--- src/tsm_pkg.sv ---
// Shared constants, command/status types and character helpers for the name matcher.
`default_nettype none
package tsm_pkg;

  // Template store geometry (depth is a power of two)
  localparam int TMPL_DEPTH = 64;
  localparam int TMPL_AW    = $clog2(TMPL_DEPTH);
  // Width of a clamped length or a template position (0..TMPL_DEPTH, plus headroom)
  localparam int CLEN_W     = $clog2(TMPL_DEPTH + 2);
  // Width of the configuration length registers
  localparam int CFG_W      = 7;

  // Configuration register indexes
  localparam logic CFG_PREFIX_LEN   = 1'b0;
  localparam logic CFG_TEMPLATE_LEN = 1'b1;

  // Input item kinds
  localparam logic KIND_TMPL_WR = 1'b0;
  localparam logic KIND_NAME    = 1'b1;

  // Characters of interest
  localparam logic [7:0] CH_PCT  = 8'h25;  // '%'
  localparam logic [7:0] CH_DOT  = 8'h2E;  // '.'
  localparam logic [7:0] CH_7    = 8'h37;  // '7'
  localparam logic [7:0] CH_Z    = 8'h7A;  // 'z'
  localparam logic [7:0] CH_0    = 8'h30;  // '0'
  localparam logic [7:0] CH_9    = 8'h39;  // '9'
  localparam logic [7:0] CH_UY   = 8'h59;  // 'Y'
  localparam logic [7:0] CH_LJ   = 8'h6A;  // 'j'
  localparam logic [7:0] CH_UC   = 8'h43;  // 'C'
  localparam logic [7:0] CH_LD   = 8'h64;  // 'd'
  localparam logic [7:0] CH_LE   = 8'h65;  // 'e'
  localparam logic [7:0] CH_UH   = 8'h48;  // 'H'
  localparam logic [7:0] CH_UI   = 8'h49;  // 'I'
  localparam logic [7:0] CH_LM   = 8'h6D;  // 'm'
  localparam logic [7:0] CH_UM   = 8'h4D;  // 'M'
  localparam logic [7:0] CH_US   = 8'h53;  // 'S'
  localparam logic [7:0] CH_UU   = 8'h55;  // 'U'
  localparam logic [7:0] CH_UW   = 8'h57;  // 'W'
  localparam logic [7:0] CH_LY   = 8'h79;  // 'y'

  // Controller to datapath
  typedef struct packed {
    logic cfg_wr;     // take a register write from the configuration port
    logic tmpl_wr;    // write template byte from the input transfer
    logic name_acc;   // take a name byte into the delay buffer
    logic feed_step;  // match the oldest buffered byte against the template
    logic rd_scan;    // template reads addressed by the format scan
    logic scan_init;  // start a format scan at the prefix end
    logic scan_step;  // evaluate one scan step
    logic out_load;   // load the result and clear the name state
  } tsm_cmd_t;

  // Datapath to controller
  typedef struct packed {
    logic buf_full;    // three bytes already wait in the delay buffer
    logic last_feeds;  // a final byte leaves at least one byte to match
    logic feed_final;  // the current feed step is the last one queued
    logic scan_end;    // the current scan step settles the format verdict
    logic fmt_stale;   // template or lengths changed since the last scan
    logic out_busy;    // result register still held by the consumer
  } tsm_status_t;

  // Digit count of a time specifier, zero when unknown
  function automatic logic [2:0] spec_digits(input logic [7:0] c);
    logic [2:0] n;
    case (c)
      CH_UY:   n = 3'd4;
      CH_LJ:   n = 3'd3;
      CH_UC, CH_LD, CH_LE, CH_UH, CH_UI, CH_LM,
      CH_UM, CH_US, CH_UU, CH_UW, CH_LY: n = 3'd2;
      default: n = 3'd0;
    endcase
    return n;
  endfunction

  function automatic logic is_digit(input logic [7:0] c);
    return (c >= CH_0) && (c <= CH_9);
  endfunction

  // Length register clamped to the template depth
  function automatic logic [CLEN_W-1:0] clamp_len(input logic [CFG_W-1:0] v);
    return (int'(v) > TMPL_DEPTH) ? CLEN_W'(TMPL_DEPTH) : CLEN_W'(v);
  endfunction

endpackage
`default_nettype wire

--- src/tsm_ram.sv ---
// Generic RAM: one write port, two registered read ports.
`default_nettype none
module tsm_ram #(
  parameter int WIDTH = 8,
  parameter int DEPTH = 64
) (
  input  wire logic                     clk,
  input  wire logic                     wr_en,
  input  wire logic [$clog2(DEPTH)-1:0] wr_addr,
  input  wire logic [WIDTH-1:0]         wr_data,
  input  wire logic [$clog2(DEPTH)-1:0] rd_addr_a,
  input  wire logic [$clog2(DEPTH)-1:0] rd_addr_b,
  output logic      [WIDTH-1:0]         rd_data_a,
  output logic      [WIDTH-1:0]         rd_data_b
);

  logic [WIDTH-1:0] mem_r [DEPTH];

  always_ff @(posedge clk) begin
    if (wr_en) begin
      mem_r[wr_addr] <= wr_data;
    end
    rd_data_a <= mem_r[rd_addr_a];
    rd_data_b <= mem_r[rd_addr_b];
  end

endmodule
`default_nettype wire

--- src/tsm_ctrl.sv ---
// Sequencer for template writes, name byte matching, format scan and result hand-off.
`default_nettype none
module tsm_ctrl (
  input  wire logic                clk,
  input  wire logic                rst_n,
  input  wire logic                in_valid,
  output logic                     in_ready,
  input  wire logic                in_kind,
  input  wire logic                in_last,
  input  wire logic                cfg_valid,
  output logic                     cfg_ready,
  input  wire tsm_pkg::tsm_status_t st,
  output tsm_pkg::tsm_cmd_t        cmd
);

  localparam logic [2:0] S_IDLE    = 3'd0;
  localparam logic [2:0] S_FEED_RD = 3'd1;
  localparam logic [2:0] S_FEED_EV = 3'd2;
  localparam logic [2:0] S_SCAN_RD = 3'd3;
  localparam logic [2:0] S_SCAN_EV = 3'd4;
  localparam logic [2:0] S_DONE    = 3'd5;

  logic [2:0] state_r, state_nxt;
  logic       last_r, last_nxt;

  // Next state and commands; register writes win over input transfers when idle
  always_comb begin
    state_nxt = state_r;
    last_nxt  = last_r;
    cmd       = '0;
    in_ready  = 1'b0;
    cfg_ready = 1'b0;
    case (state_r)
      S_IDLE: begin
        cfg_ready  = 1'b1;
        cmd.cfg_wr = cfg_valid;
        in_ready   = !cfg_valid;
        if (in_valid && !cfg_valid) begin
          if (in_kind == tsm_pkg::KIND_TMPL_WR) begin
            cmd.tmpl_wr = 1'b1;
          end else begin
            cmd.name_acc = 1'b1;
            last_nxt     = in_last;
            if (!in_last) begin
              if (st.buf_full) state_nxt = S_FEED_RD;
            end else if (st.last_feeds) begin
              state_nxt = S_FEED_RD;
            end else if (st.fmt_stale) begin
              cmd.scan_init = 1'b1;
              state_nxt     = S_SCAN_RD;
            end else begin
              state_nxt = S_DONE;
            end
          end
        end
      end
      S_FEED_RD: begin
        state_nxt = S_FEED_EV;
      end
      S_FEED_EV: begin
        cmd.feed_step = 1'b1;
        if (!st.feed_final) begin
          state_nxt = S_FEED_RD;
        end else if (!last_r) begin
          state_nxt = S_IDLE;
        end else if (st.fmt_stale) begin
          cmd.scan_init = 1'b1;
          state_nxt     = S_SCAN_RD;
        end else begin
          state_nxt = S_DONE;
        end
      end
      S_SCAN_RD: begin
        cmd.rd_scan = 1'b1;
        state_nxt   = S_SCAN_EV;
      end
      S_SCAN_EV: begin
        cmd.scan_step = 1'b1;
        state_nxt     = st.scan_end ? S_DONE : S_SCAN_RD;
      end
      S_DONE: begin
        if (!st.out_busy) begin
          cmd.out_load = 1'b1;
          state_nxt    = S_IDLE;
        end
      end
      default: begin
        state_nxt = S_IDLE;
      end
    endcase
  end

  always_ff @(posedge clk) begin
    if (!rst_n) begin
      state_r <= S_IDLE;
      last_r  <= 1'b0;
    end else begin
      state_r <= state_nxt;
      last_r  <= last_nxt;
    end
  end

  // A result is only loaded at the end of a final name byte
  a_load_after_last: assert property (@(posedge clk) disable iff (!rst_n)
    cmd.out_load |-> last_r)
    else $error("result loaded without a final name byte");

  // A free result register lets the sequencer return to idle at once
  a_done_drains: assert property (@(posedge clk) disable iff (!rst_n)
    (state_r == S_DONE && !st.out_busy) |=> state_r == S_IDLE)
    else $error("result hand-off stalled with a free output register");

endmodule
`default_nettype wire

--- src/tsm_dpath.sv ---
// Datapath: delay buffer, template store, matcher state, format scan and result register.
`default_nettype none
module tsm_dpath (
  input  wire logic                         clk,
  input  wire logic                         rst_n,
  input  wire tsm_pkg::tsm_cmd_t            cmd,
  output tsm_pkg::tsm_status_t              st,
  input  wire logic [5:0]                   in_template_index,
  input  wire logic [7:0]                   in_template_char,
  input  wire logic [7:0]                   in_name_char,
  input  wire logic                         in_last,
  input  wire logic                         cfg_index,
  input  wire logic [tsm_pkg::CFG_W-1:0]    cfg_data,
  output logic                              out_valid,
  input  wire logic                         out_ready,
  output logic                              out_owned,
  output logic                              out_format_valid
);

  localparam int AW = tsm_pkg::TMPL_AW;
  localparam int CW = tsm_pkg::CLEN_W;

  // Configuration
  logic [tsm_pkg::CFG_W-1:0] prefix_len_r, tmpl_len_r;
  logic [CW-1:0]             pl, tl;

  // Name state
  logic [7:0]    buf_r [4];
  logic [1:0]    cnt_r;
  logic [2:0]    left_r;
  logic [CW-1:0] mp_r, mp_nxt;
  logic [2:0]    dl_r, dl_nxt;
  logic          mm_r, mm_nxt;

  // Format scan
  logic [CW-1:0] scan_i_r, scan_i_nxt;
  logic          has_r, has_nxt;
  logic          fmt_ok_r, fmt_ok_nxt;
  logic          stale_r;
  logic          scan_end;

  // Result register
  logic out_valid_r, out_owned_r, out_fmt_r;

  // Template store
  logic [CW-1:0] rd_base;
  logic [CW-1:0] rd_next;
  logic [7:0]    q0, q1;

  logic       strip;
  logic [2:0] use_cnt;
  logic [7:0] b;

  assign pl = tsm_pkg::clamp_len(prefix_len_r);
  assign tl = tsm_pkg::clamp_len(tmpl_len_r);

  assign rd_base = cmd.rd_scan ? scan_i_r : mp_r;
  assign rd_next = rd_base + CW'(1);

  tsm_ram #(
    .WIDTH (8),
    .DEPTH (tsm_pkg::TMPL_DEPTH)
  ) u_tmpl_ram (
    .clk       (clk),
    .wr_en     (cmd.tmpl_wr),
    .wr_addr   (AW'(in_template_index)),
    .wr_data   (in_template_char),
    .rd_addr_a (rd_base[AW-1:0]),
    .rd_addr_b (rd_next[AW-1:0]),
    .rd_data_a (q0),
    .rd_data_b (q1)
  );

  // Trailing ".7z" check over the buffered bytes plus the arriving one
  always_comb begin
    strip = 1'b0;
    if (cnt_r == 2'd2) begin
      strip = (buf_r[0] == tsm_pkg::CH_DOT) && (buf_r[1] == tsm_pkg::CH_7) &&
              (in_name_char == tsm_pkg::CH_Z);
    end else if (cnt_r == 2'd3) begin
      strip = (buf_r[1] == tsm_pkg::CH_DOT) && (buf_r[2] == tsm_pkg::CH_7) &&
              (in_name_char == tsm_pkg::CH_Z);
    end
    use_cnt = 3'(cnt_r) + 3'd1 - (strip ? 3'd3 : 3'd0);
  end

  // One match step on the oldest buffered byte
  assign b = buf_r[0];
  always_comb begin
    mp_nxt = mp_r;
    dl_nxt = dl_r;
    mm_nxt = mm_r;
    if (mm_r) begin
      mm_nxt = 1'b1;
    end else if (dl_r != 3'd0) begin
      if (!tsm_pkg::is_digit(b)) mm_nxt = 1'b1;
      dl_nxt = dl_r - 3'd1;
    end else if (mp_r >= tl) begin
      mm_nxt = 1'b1;
    end else if (mp_r < pl || q0 != tsm_pkg::CH_PCT) begin
      if (b != q0) mm_nxt = 1'b1;
      mp_nxt = mp_r + CW'(1);
    end else if (rd_next >= tl) begin
      mm_nxt = 1'b1;
    end else begin
      mp_nxt = mp_r + CW'(2);
      if (q1 == tsm_pkg::CH_PCT) begin
        if (b != tsm_pkg::CH_PCT) mm_nxt = 1'b1;
      end else if (tsm_pkg::spec_digits(q1) == 3'd0 || !tsm_pkg::is_digit(b)) begin
        mm_nxt = 1'b1;
      end else begin
        dl_nxt = tsm_pkg::spec_digits(q1) - 3'd1;
      end
    end
  end

  // One format scan step over the time format part
  always_comb begin
    scan_i_nxt = scan_i_r;
    has_nxt    = has_r;
    fmt_ok_nxt = fmt_ok_r;
    scan_end   = 1'b0;
    if (scan_i_r >= tl) begin
      scan_end   = 1'b1;
      fmt_ok_nxt = has_r;
    end else if (q0 != tsm_pkg::CH_PCT) begin
      scan_i_nxt = scan_i_r + CW'(1);
    end else if (scan_i_r + CW'(1) >= tl) begin
      scan_end   = 1'b1;
      fmt_ok_nxt = 1'b0;
    end else if (q1 != tsm_pkg::CH_PCT) begin
      if (tsm_pkg::spec_digits(q1) == 3'd0) begin
        scan_end   = 1'b1;
        fmt_ok_nxt = 1'b0;
      end else begin
        has_nxt    = 1'b1;
        scan_i_nxt = scan_i_r + CW'(2);
      end
    end else begin
      scan_i_nxt = scan_i_r + CW'(2);
    end
  end

  // Status to the controller
  always_comb begin
    st.buf_full   = (cnt_r == 2'd3);
    st.last_feeds = (use_cnt != 3'd0);
    st.feed_final = (left_r == 3'd1);
    st.scan_end   = scan_end;
    st.fmt_stale  = stale_r;
    st.out_busy   = out_valid_r && !out_ready;
  end

  // Control registers
  always_ff @(posedge clk) begin
    if (!rst_n) begin
      prefix_len_r <= '0;
      tmpl_len_r   <= '0;
      cnt_r        <= '0;
      left_r       <= '0;
      mp_r         <= '0;
      dl_r         <= '0;
      mm_r         <= 1'b0;
      stale_r      <= 1'b1;
      out_valid_r  <= 1'b0;
    end else begin
      if (cmd.cfg_wr) begin
        if (cfg_index == tsm_pkg::CFG_PREFIX_LEN) prefix_len_r <= cfg_data;
        else                                       tmpl_len_r   <= cfg_data;
      end
      if (cmd.cfg_wr || cmd.tmpl_wr) begin
        stale_r <= 1'b1;
      end else if (cmd.scan_step && scan_end) begin
        stale_r <= 1'b0;
      end
      if (cmd.name_acc) begin
        if (in_last)              left_r <= use_cnt;
        else if (cnt_r != 2'd3)   cnt_r  <= cnt_r + 2'd1;
        else                      left_r <= 3'd1;
      end
      if (cmd.feed_step) begin
        left_r <= left_r - 3'd1;
        mp_r   <= mp_nxt;
        dl_r   <= dl_nxt;
        mm_r   <= mm_nxt;
      end
      if (cmd.out_load) begin
        out_valid_r <= 1'b1;
        cnt_r       <= '0;
        left_r      <= '0;
        mp_r        <= '0;
        dl_r        <= '0;
        mm_r        <= 1'b0;
      end else if (out_ready) begin
        out_valid_r <= 1'b0;
      end
    end
  end

  // Payload registers
  always_ff @(posedge clk) begin
    if (cmd.name_acc) begin
      buf_r[cnt_r] <= in_name_char;
    end
    if (cmd.feed_step) begin
      buf_r[0] <= buf_r[1];
      buf_r[1] <= buf_r[2];
      buf_r[2] <= buf_r[3];
    end
    if (cmd.scan_init) begin
      scan_i_r <= pl;
      has_r    <= 1'b0;
    end
    if (cmd.scan_step) begin
      scan_i_r <= scan_i_nxt;
      has_r    <= has_nxt;
      fmt_ok_r <= fmt_ok_nxt;
    end
    if (cmd.out_load) begin
      out_owned_r <= fmt_ok_r && !mm_r && (dl_r == 3'd0) && (mp_r == tl);
      out_fmt_r   <= fmt_ok_r;
    end
  end

  assign out_valid        = out_valid_r;
  assign out_owned        = out_owned_r;
  assign out_format_valid = out_fmt_r;

  // The format verdict must be fresh when a result is loaded
  a_fresh_fmt: assert property (@(posedge clk) disable iff (!rst_n)
    cmd.out_load |-> !stale_r)
    else $error("result loaded with a stale format verdict");

  // Specifier digit count stays within the widest specifier
  a_dl_range: assert property (@(posedge clk) disable iff (!rst_n)
    dl_r <= 3'd3)
    else $error("digit count out of range");

  // At most four buffered bytes are ever queued for matching
  a_left_range: assert property (@(posedge clk) disable iff (!rst_n)
    left_r <= 3'd4)
    else $error("feed count out of range");

  // The match position never runs past the template
  a_mp_range: assert property (@(posedge clk) disable iff (!rst_n)
    int'(mp_r) <= tsm_pkg::TMPL_DEPTH)
    else $error("match position beyond template depth");

endmodule
`default_nettype wire

--- src/timestamp_name_matcher.sv ---
// Top level: matches streamed names against a prefix-plus-time-format template.
// Template writes, register writes and buffered name bytes are taken only when idle.
// Name byte with a full ".7z" delay buffer: one template read/evaluate pair.
// Final byte: a read/evaluate pair per matched byte (up to 4), plus a pair per format scan step
//   (at most the format length + 1) after a template or length change, plus any result stall.
// Reset (synchronous, active low) clears lengths and name state and marks the format unscanned;
//   template contents are undefined until written.
`default_nettype none
module timestamp_name_matcher (
  input  wire logic                      clk,
  input  wire logic                      rst_n,
  input  wire logic                      in_valid,
  output logic                           in_ready,
  input  wire logic                      in_kind,
  input  wire logic [5:0]                in_template_index,
  input  wire logic [7:0]                in_template_char,
  input  wire logic [7:0]                in_name_char,
  input  wire logic                      in_last,
  output logic                           out_valid,
  input  wire logic                      out_ready,
  output logic                           out_owned,
  output logic                           out_format_valid,
  input  wire logic                      cfg_valid,
  output logic                           cfg_ready,
  input  wire logic                      cfg_index,
  input  wire logic [tsm_pkg::CFG_W-1:0] cfg_data
);

  tsm_pkg::tsm_cmd_t    cmd;
  tsm_pkg::tsm_status_t st;

  // Register writes are taken only while the sequencer is idle
  tsm_ctrl u_ctrl (
    .clk       (clk),
    .rst_n     (rst_n),
    .in_valid  (in_valid),
    .in_ready  (in_ready),
    .in_kind   (in_kind),
    .in_last   (in_last),
    .cfg_valid (cfg_valid),
    .cfg_ready (cfg_ready),
    .st        (st),
    .cmd       (cmd)
  );

  tsm_dpath u_dpath (
    .clk               (clk),
    .rst_n             (rst_n),
    .cmd               (cmd),
    .st                (st),
    .in_template_index (in_template_index),
    .in_template_char  (in_template_char),
    .in_name_char      (in_name_char),
    .in_last           (in_last),
    .cfg_index         (cfg_index),
    .cfg_data          (cfg_data),
    .out_valid         (out_valid),
    .out_ready         (out_ready),
    .out_owned         (out_owned),
    .out_format_valid  (out_format_valid)
  );

endmodule
`default_nettype wire

--- config.mk ---
export PLATFORM = sky130hd
export DESIGN_NAME = timestamp_name_matcher
export DESIGN_NICKNAME = d
export VERILOG_FILES = /design/src/tsm_pkg.sv /design/src/tsm_ram.sv /design/src/tsm_ctrl.sv /design/src/tsm_dpath.sv /design/src/timestamp_name_matcher.sv
export SDC_FILE = /design/constraint.sdc
export NUM_CORES = 1
export LEC_CHECK = 0
export ABC_CLOCK_PERIOD_IN_PS = 4900
export BUFFER_PORTS_ARGS = -buffer_cell sky130_fd_sc_hd__buf_2
export CORE_MARGIN = 2
export CORE_UTILIZATION = 57
export DETAILED_ROUTE_END_ITERATION = 7
export GPL_TIMING_DRIVEN = 1
export PLACE_DENSITY_LB_ADDON = 0.2
export SLEW_MARGIN = 20
export SYNTH_ARGS = -nofsm -noshare
export SYNTH_HDL_FRONTEND = slang
export SYNTH_SLANG_ARGS = --single-unit
export TNS_END_PERCENT = 100
--- constraint.sdc ---
create_clock -name clk -period 4.9 [get_ports clk]
set_clock_uncertainty 0.15 [all_clocks]
set_input_delay 0.98 -clock clk [delete_from_list [all_inputs] [get_ports clk]]
set_output_delay 0.98 -clock clk [all_outputs]
set_load 0.005 [all_outputs]
==> Yosys cells after proc, flatten, opt, wreduce, memory -nomap -nowiden <==
Memories as Yosys holds them, arrays and structs flattened. A register that Yosys moved wholly into a read port is not among the register bits.
Index checks and enable logic that the tools add are counted.
Widths: inputs -> output; s select.
{ "op_classes": {"eq_ne": 52, "n_lt_le_gt_ge": 9, "n_mux": 111, "n_reduce_logical": 44, "bitwise": 6, "add_sub_neg": 11} }
{ "ops": {"columns": ["cell", "count"], "rows": [
  ["$mux 3", 38],
  ["$eq 8x7->1 const B", 14],
  ["$mux 7", 12],
  ["$mux 1", 54],
  ["$eq 8x6->1 const B", 5],
  ["$ge 7x7->1", 4],
  ["$ne 8x6->1 const B", 3],
  ["$add 7x1->7 const B", 3],
  ["$ne 2x2->1 const B", 9],
  ["$pmux 3 s6", 1],
  ["$add 7x2->7 const B", 2],
  ["$gt 7x7->1 const B", 2],
  ["$ne 2x1->1 const B", 7],
  ["$logic_not 3->1", 4],
  ["$reduce_and 4->1", 3],
  ["$reduce_bool 3->1", 4],
  ["$logic_and 1x1->1", 11],
  ["$reduce_or 11->1", 1],
  ["$ne 3x3->1 const B", 3],
  ["$pmux 3 s3", 1],
  ["$sub 3x1->3 const B", 3],
  ["$ge 8x6->1 const B", 1],
  ["$le 8x6->1 const B", 1],
  ["$mux 8", 1],
  ["24 further kinds", 46]
]} }
{ "totals": {"mem_count": 2, "elab_cells": 251, "input_bits": 37, "out_inout_bits": 5, "reg_bits": 47, "ramBits": 544} }
{ "memory_table": {"columns": ["memory", "words", "word_bits", "read_ports", "rd_ports_with_merged_regs", "write_ports", "line_no", "text"], "rows": [
  ["u_dpath.u_tmpl_ram.mem_r", 64, 8, 2, 2, 1, "tsm_ram.sv:17", "logic [WIDTH-1:0] mem_r [DEPTH];"],
  ["u_dpath.buf_r", 4, 8, 4, 0, 3, "tsm_dpath.sv:28", "logic [7:0] buf_r [4];"]
]} }

==> Logic depth before layout (Yosys ltp) <==
{ "logic_depth": {"ltp_word": 26, "ltp_mapped": 21, "ltp_nobuf": 17} }

==> Modules after synthesis <==
From an unflattened synthesis, not the netlist that was laid out.
{ "hier_totals": {"cells_unflattened": 1835, "hier_area_um2": 29522.1} }
{ "modules_own_cells": {"columns": ["module", "instances", "cells_per_inst", "seq_area_each_um2", "area_each_um2"], "rows": [
  ["tsm_ram", 1, 1242, 15695.1, 24159.4],
  ["tsm_dpath", 1, 545, 1931.9, 5023.6],
  ["tsm_ctrl", 1, 48, 80.1, 339.1]
]} }

==> Worst setup path before layout <==
No wires, ideal clock.
{ "synth_timing": {"path_kind": "flip-flop to flip-flop", "from": "register u_dpath.scan_i_r[0]", "to": "register u_dpath.mp_r[5]", "synth_period_minus_slack_ps": 4525, "path_buffers": 7, "setup_time_ps": 71, "arrival_ps": 4305, "required_time_ps": 4679, "stages_incl_launch_ff": 21, "slack_ps": 375, "path_cell_list": "edfxtp_1 buf_2 and4b_1 a21oi_2 inv_2 buf_2 buf_2 buf_2 buf_2 ha_1 buf_2 xnor2_2 inv_1 clkbuf_1 ha_1 nor3_1 a211oi_1 a21oi_1 mux2i_1 or4_1 a21oi_1"} }
{ "synth_between": {"elab_chain_cells": 5} }
{ "synth_lines": {"columns": ["element", "line_no", "text"], "rows": [
  ["from (decl)", "tsm_dpath.sv:36", "logic [CW-1:0] scan_i_r, scan_i_nxt;"],
  ["from (signal assigned)", "tsm_dpath.sv:211", "scan_i_r <= pl;"],
  ["from (signal assigned)", "tsm_dpath.sv:215", "scan_i_r <= scan_i_nxt;"],
  ["$mux 7", "tsm_dpath.sv:57", "assign rd_base = cmd.rd_scan ? scan_i_r : mp_r;"],
  ["$add 7x1->7", "tsm_dpath.sv:58", "assign rd_next = rd_base + CW'(1);"],
  ["$ge 7x7->1", "tsm_dpath.sv:103", "end else if (rd_next >= tl) begin"],
  ["$ne 2x1->1 (no line)", null, null],
  ["$reduce_and 5->1 (no line)", null, null],
  ["to (signal assigned)", "tsm_dpath.sv:183", "mp_r <= mp_nxt;"],
  ["to (decl)", "tsm_dpath.sv:31", "logic [CW-1:0] mp_r, mp_nxt;"]
]} }
Every way passes these cells.
A chain may end at the register's enable or synchronous reset.

==> Worst setup path after layout <==
{ "layout_timing": {"from": "register u_ctrl.state_r[0]", "to": "register u_dpath.u_tmpl_ram.rd_data_b[7] (read register of u_dpath.u_tmpl_ram.mem_r)"} }
{ "layout_between": {"elab_chain_cells": 4} }
{ "layout_lines": {"columns": ["element", "line_no", "text"], "rows": [
  ["from (decl)", "tsm_ctrl.sv:23", "logic [2:0] state_r, state_nxt;"],
  ["from (signal assigned)", "tsm_ctrl.sv:98", "state_r <= state_nxt;"],
  ["$eq 3x2->1", "tsm_ctrl.sv:33", "case (state_r)"],
  ["$mux 1", "tsm_ctrl.sv:33", null],
  ["$mux 7", "tsm_dpath.sv:57", null],
  ["$add 7x1->7", "tsm_dpath.sv:58", null],
  ["to (decl)", "tsm_ram.sv:14", "output logic [WIDTH-1:0] rd_data_b"]
]} }
Every way passes these cells.

==> results.toml <==
[timing]
fmax_mhz = 229
rsz0062_at_grt = "false"
slew_viol_final = 0
setup_viol = 0
hold_viol = 0
setup_tns_ns = 0
max-slew-margin-rel_pct = 21.9
final.period_utilization_pct = 89.0
tightest_slew_ns = 1.17
period_needed_ns = 4.36

[yosys]
synth_largest_area_cell = "edfxtp_1"
synthesis.area_sq_mm = 0.0306
synth_area_leaders = "edfxtp_1 (54%), mux4_2 (6.3%), nand2_1 (5.8%)"
synth_top_family_by_area = "simple AND/OR/NAND/NOR gates"
synthTopCellsByCount = "edfxtp_1 (555), nand2_1 (474), nand3_1 (139)"
yosys.cell_types.count = 79
ys_warn_count = 0
synthAdderAreaFrac_pct = 2.00
synth_ff_type = "edfxtp_1"
synth_top_cell_area_share_pct = 54.4
ys_ff_latch = 607
synth_xor_area_share_pct = 1.03
synth-simple-area-share_pct = 14.3
muxShareOfSynthArea_pct = 10.7
ys_seq_area_share_pct = 57.8
synth_cells = 2552
synth_compound_area_share_pct = 11.5
synth_fp_nets = 2638
avgSynthCellArea_sq_um = 12.0
ys_async_sr_fraction_pct = 0
synth_most_common_cell = "edfxtp_1"
synth_edf_count = 555

[clocking]
cts.htree.levels = 3
clk_pin_slew_ns = 0.06
hold_buffers = 0
cts.repair.resized = 0
cts_sinks = 607
cts_buffers = 66
cts_setup_buffers = 0
cts_tree = "yes"
cts_root_buffer = "clkbuf_16"
clock_path_buffers = 3
clkLatencyLatePin_ns = 0.63

[floorplanning]
dieArea_sq_mm = 0.0556
ios = 42
initial_core_util_pct = 58.0
coreArea_sq_mm = 0.0529
rows = 84
die_height_um = 236
fp.dieW_um = 236

[critical_path]
worst_r2r_path_depth = 9
cp.arrival_ns = 4.73
worstSetupStartpointType = "flip-flop"
cp_data_required_time_ns = 5.27
worst-path-max-fanout = 34
crit_type = "flip-flop to flip-flop"
r2r_end = "u_dpath.u_tmpl_ram.rd_data_b[7]$_DFF_P_"
regToRegStartpoint = "u_ctrl.state_r[0]$_SDFFE_PN0P_"
setup.worst_path.end_class = "flip-flop"
ff2ff_setup_slack_ns = 0.54

[routing]
remaining_drc_errors = 0
first_iter_violations = 3608
dr.pass1.iters = 6
vias = 23350
ant_nets = 0
routedWlPerCell_um = 29.3
viasPerCell = 7.08
wirelength_um = 96700

[final_layout]
areaGrowthSynthToFinish_pct = 9.99
nets = 2643
fill_cells = 3968
final_layout_size_suffix_gt1_share_pct = 12.7
multi_input_area_sq_mm = 0.0121
seq_area_sq_mm = 0.0177
design_area_sq_mm = 0.0337

[grt]
grt_use_total_pct = 34.4
grt_pass1_vias = 22054
grt-ovfl-total = 0
antenna_found_initial = 6
grt_pass1_wl_um = 142000
grt_max_degree = 181

[placement]
io_buffers = 41
gp_congestion = 0.977
place_area_sq_mm = 0.0316
dp_hpwl_um = 64600

[pwr]
peakVddDrop_mv = 0.272
power.switching_mw = 2.28
pwr_density_cell_mw_per_mm2 = 325
p_leak_nw = 11.0
seq_power_share_pct = 51.8
internal-power_mw = 8.69
netSwitchingFraction_pct = 20.8
clockPowerShare_pct = 45.6
comb_power_share_pct = 2.6

[status]
status = "finished, final reports clean"

[worst_hold_path]
whs_path_depth = 0
whs_endpoint = "u_dpath.out_format_valid$_DFFE_PP_"
hold_start = "u_dpath.fmt_ok_r$_SDFFCE_PN0P_"
hp-class = "flip-flop to flip-flop"

[job]
max-cap-violations = 0
-- metal layers --
layer,vias up,part of all wire (%),global-route usage (%)
li1,9865,-,-
met1,11410,36,45.7
met2,1726,45,52.2
met3,341,13,9.61
met4,8,5.4,16.8
met5,-,0.22,2.16
-- layout make-up --
class | instances | area share, %
timing repair buffer | 109 | 2.32
tap | 688 | 2.55
clock inverter | 33 | 1.04
multi-input combinational | 1751 | 36.0
inverter | 22 | 0.267
clock buffer | 84 | 5.29
sequential | 607 | 52.5
antenna | 2 | 0.0148
-- per-stage QoR --
step	power [mW]	hold slack [ns]	cells	setup WS [ns]	utilization, %
after floorplan	5.91	0.277	2552	0.375	-
after global placement	6.06	0.330	3177	0.753	59.7
after detailed placement	6.07	0.328	3177	0.608	59.7
after CTS	11.0	0.344	3294	0.569	63.7
after global routing	11.2	0.350	3294	0.432	63.7
final	11.0	0.344	3296	0.538	63.8
-- power by group through the flow --
| stage | Sequential (mW) | Combinational [mW] | Clock (mW) |
|---|---|---|---|
| floorplan | 5.78 | 0.130 | 0 |
| global placement | 5.79 | 0.268 | 0 |
| detailed placement | 5.79 | 0.277 | 0 |
| CTS | 5.68 | 0.278 | 5.04 |
| global route | 5.68 | 0.305 | 5.22 |
| finish | 5.68 | 0.283 | 5.00 |
-- critical path, stage by stage, from the launching register on --
cell	delay [ns]
dfxtp_1	0.55
and3b_1	0.27
mux2_4	0.35
ha_4	0.21
xor2_1	0.59
a31o_2	0.92
nand3_1	0.26
a31oi_1	0.28
o2111ai_1	0.33
and4_1	0.34
-- sequential cells by signal, indices dropped and copies added, names as in the netlist --
| signal | flops |
|---|---|
| u_ctrl.last_r | 1 |
| u_ctrl.state_r | 3 |
| u_dpath.buf_r | 32 |
| u_dpath.cnt_r | 2 |
| u_dpath.dl_r | 3 |
| u_dpath.fmt_ok_r | 1 |
| u_dpath.has_r | 1 |
| u_dpath.left_r | 3 |
| u_dpath.mm_r | 1 |
| u_dpath.mp_r | 7 |
| u_dpath.out_format_valid | 1 |
| u_dpath.out_owned | 1 |
| u_dpath.out_valid | 1 |
| u_dpath.prefix_len_r | 7 |
| u_dpath.scan_i_r | 7 |
| u_dpath.stale_r | 1 |
| u_dpath.tmpl_len_r | 7 |
| u_dpath.u_tmpl_ram.mem_r | 512 |
| u_dpath.u_tmpl_ram.rd_data_a | 8 |
| u_dpath.u_tmpl_ram.rd_data_b | 8 |
-- layout by cell type (no fill, tap or decap), types with 47 or more instances in the layout --
master     Yosys  layout
dfxtp_1       52      52
mux2i_1      119     119
clkbuf_16      0      68
a31oi_1       77      77
mux4_2        86      86
nor2_1       135     133
buf_4          8      64
nand2_1      474     474
a21oi_1       81      81
ha_1          49      48
edfxtp_1     555     555
nand3_1      139     139
o21ai_0       47      47
-- worst max path at each step --
stage / end / start / slack [ns] / depth (start not counted)
global route: u_dpath.u_tmpl_ram.rd_data_b[0]$_DFF_P_ / u_ctrl.state_r[0]$_SDFFE_PN0P_ / 0.43 / 10
floorplan: u_dpath.mp_r[5]$_SDFFE_PP0P_ / u_dpath.scan_i_r[0]$_DFFE_PP_ / 0.37 / 20
finish: u_dpath.u_tmpl_ram.rd_data_b[7]$_DFF_P_ / u_ctrl.state_r[0]$_SDFFE_PN0P_ / 0.54 / 9
detailed placement: u_dpath.u_tmpl_ram.rd_data_b[7]$_DFF_P_ / u_ctrl.state_r[0]$_SDFFE_PN0P_ / 0.61 / 10
global placement: u_dpath.u_tmpl_ram.rd_data_b[5]$_DFF_P_ / u_ctrl.state_r[0]$_SDFFE_PN0P_ / 0.75 / 10
CTS: u_dpath.u_tmpl_ram.rd_data_b[7]$_DFF_P_ / u_ctrl.state_r[0]$_SDFFE_PN0P_ / 0.57 / 10
-- cell families after synthesis --
group | after synthesis
buffers and inverters | 194
DFF | 607
xor gates and xnor gates | 33
muxes | 216
and+or+nand+nor | 960
adders and majority gates | 49
AOI/OAI and AO/OA | 493
(Power assumes the default switching activity.)
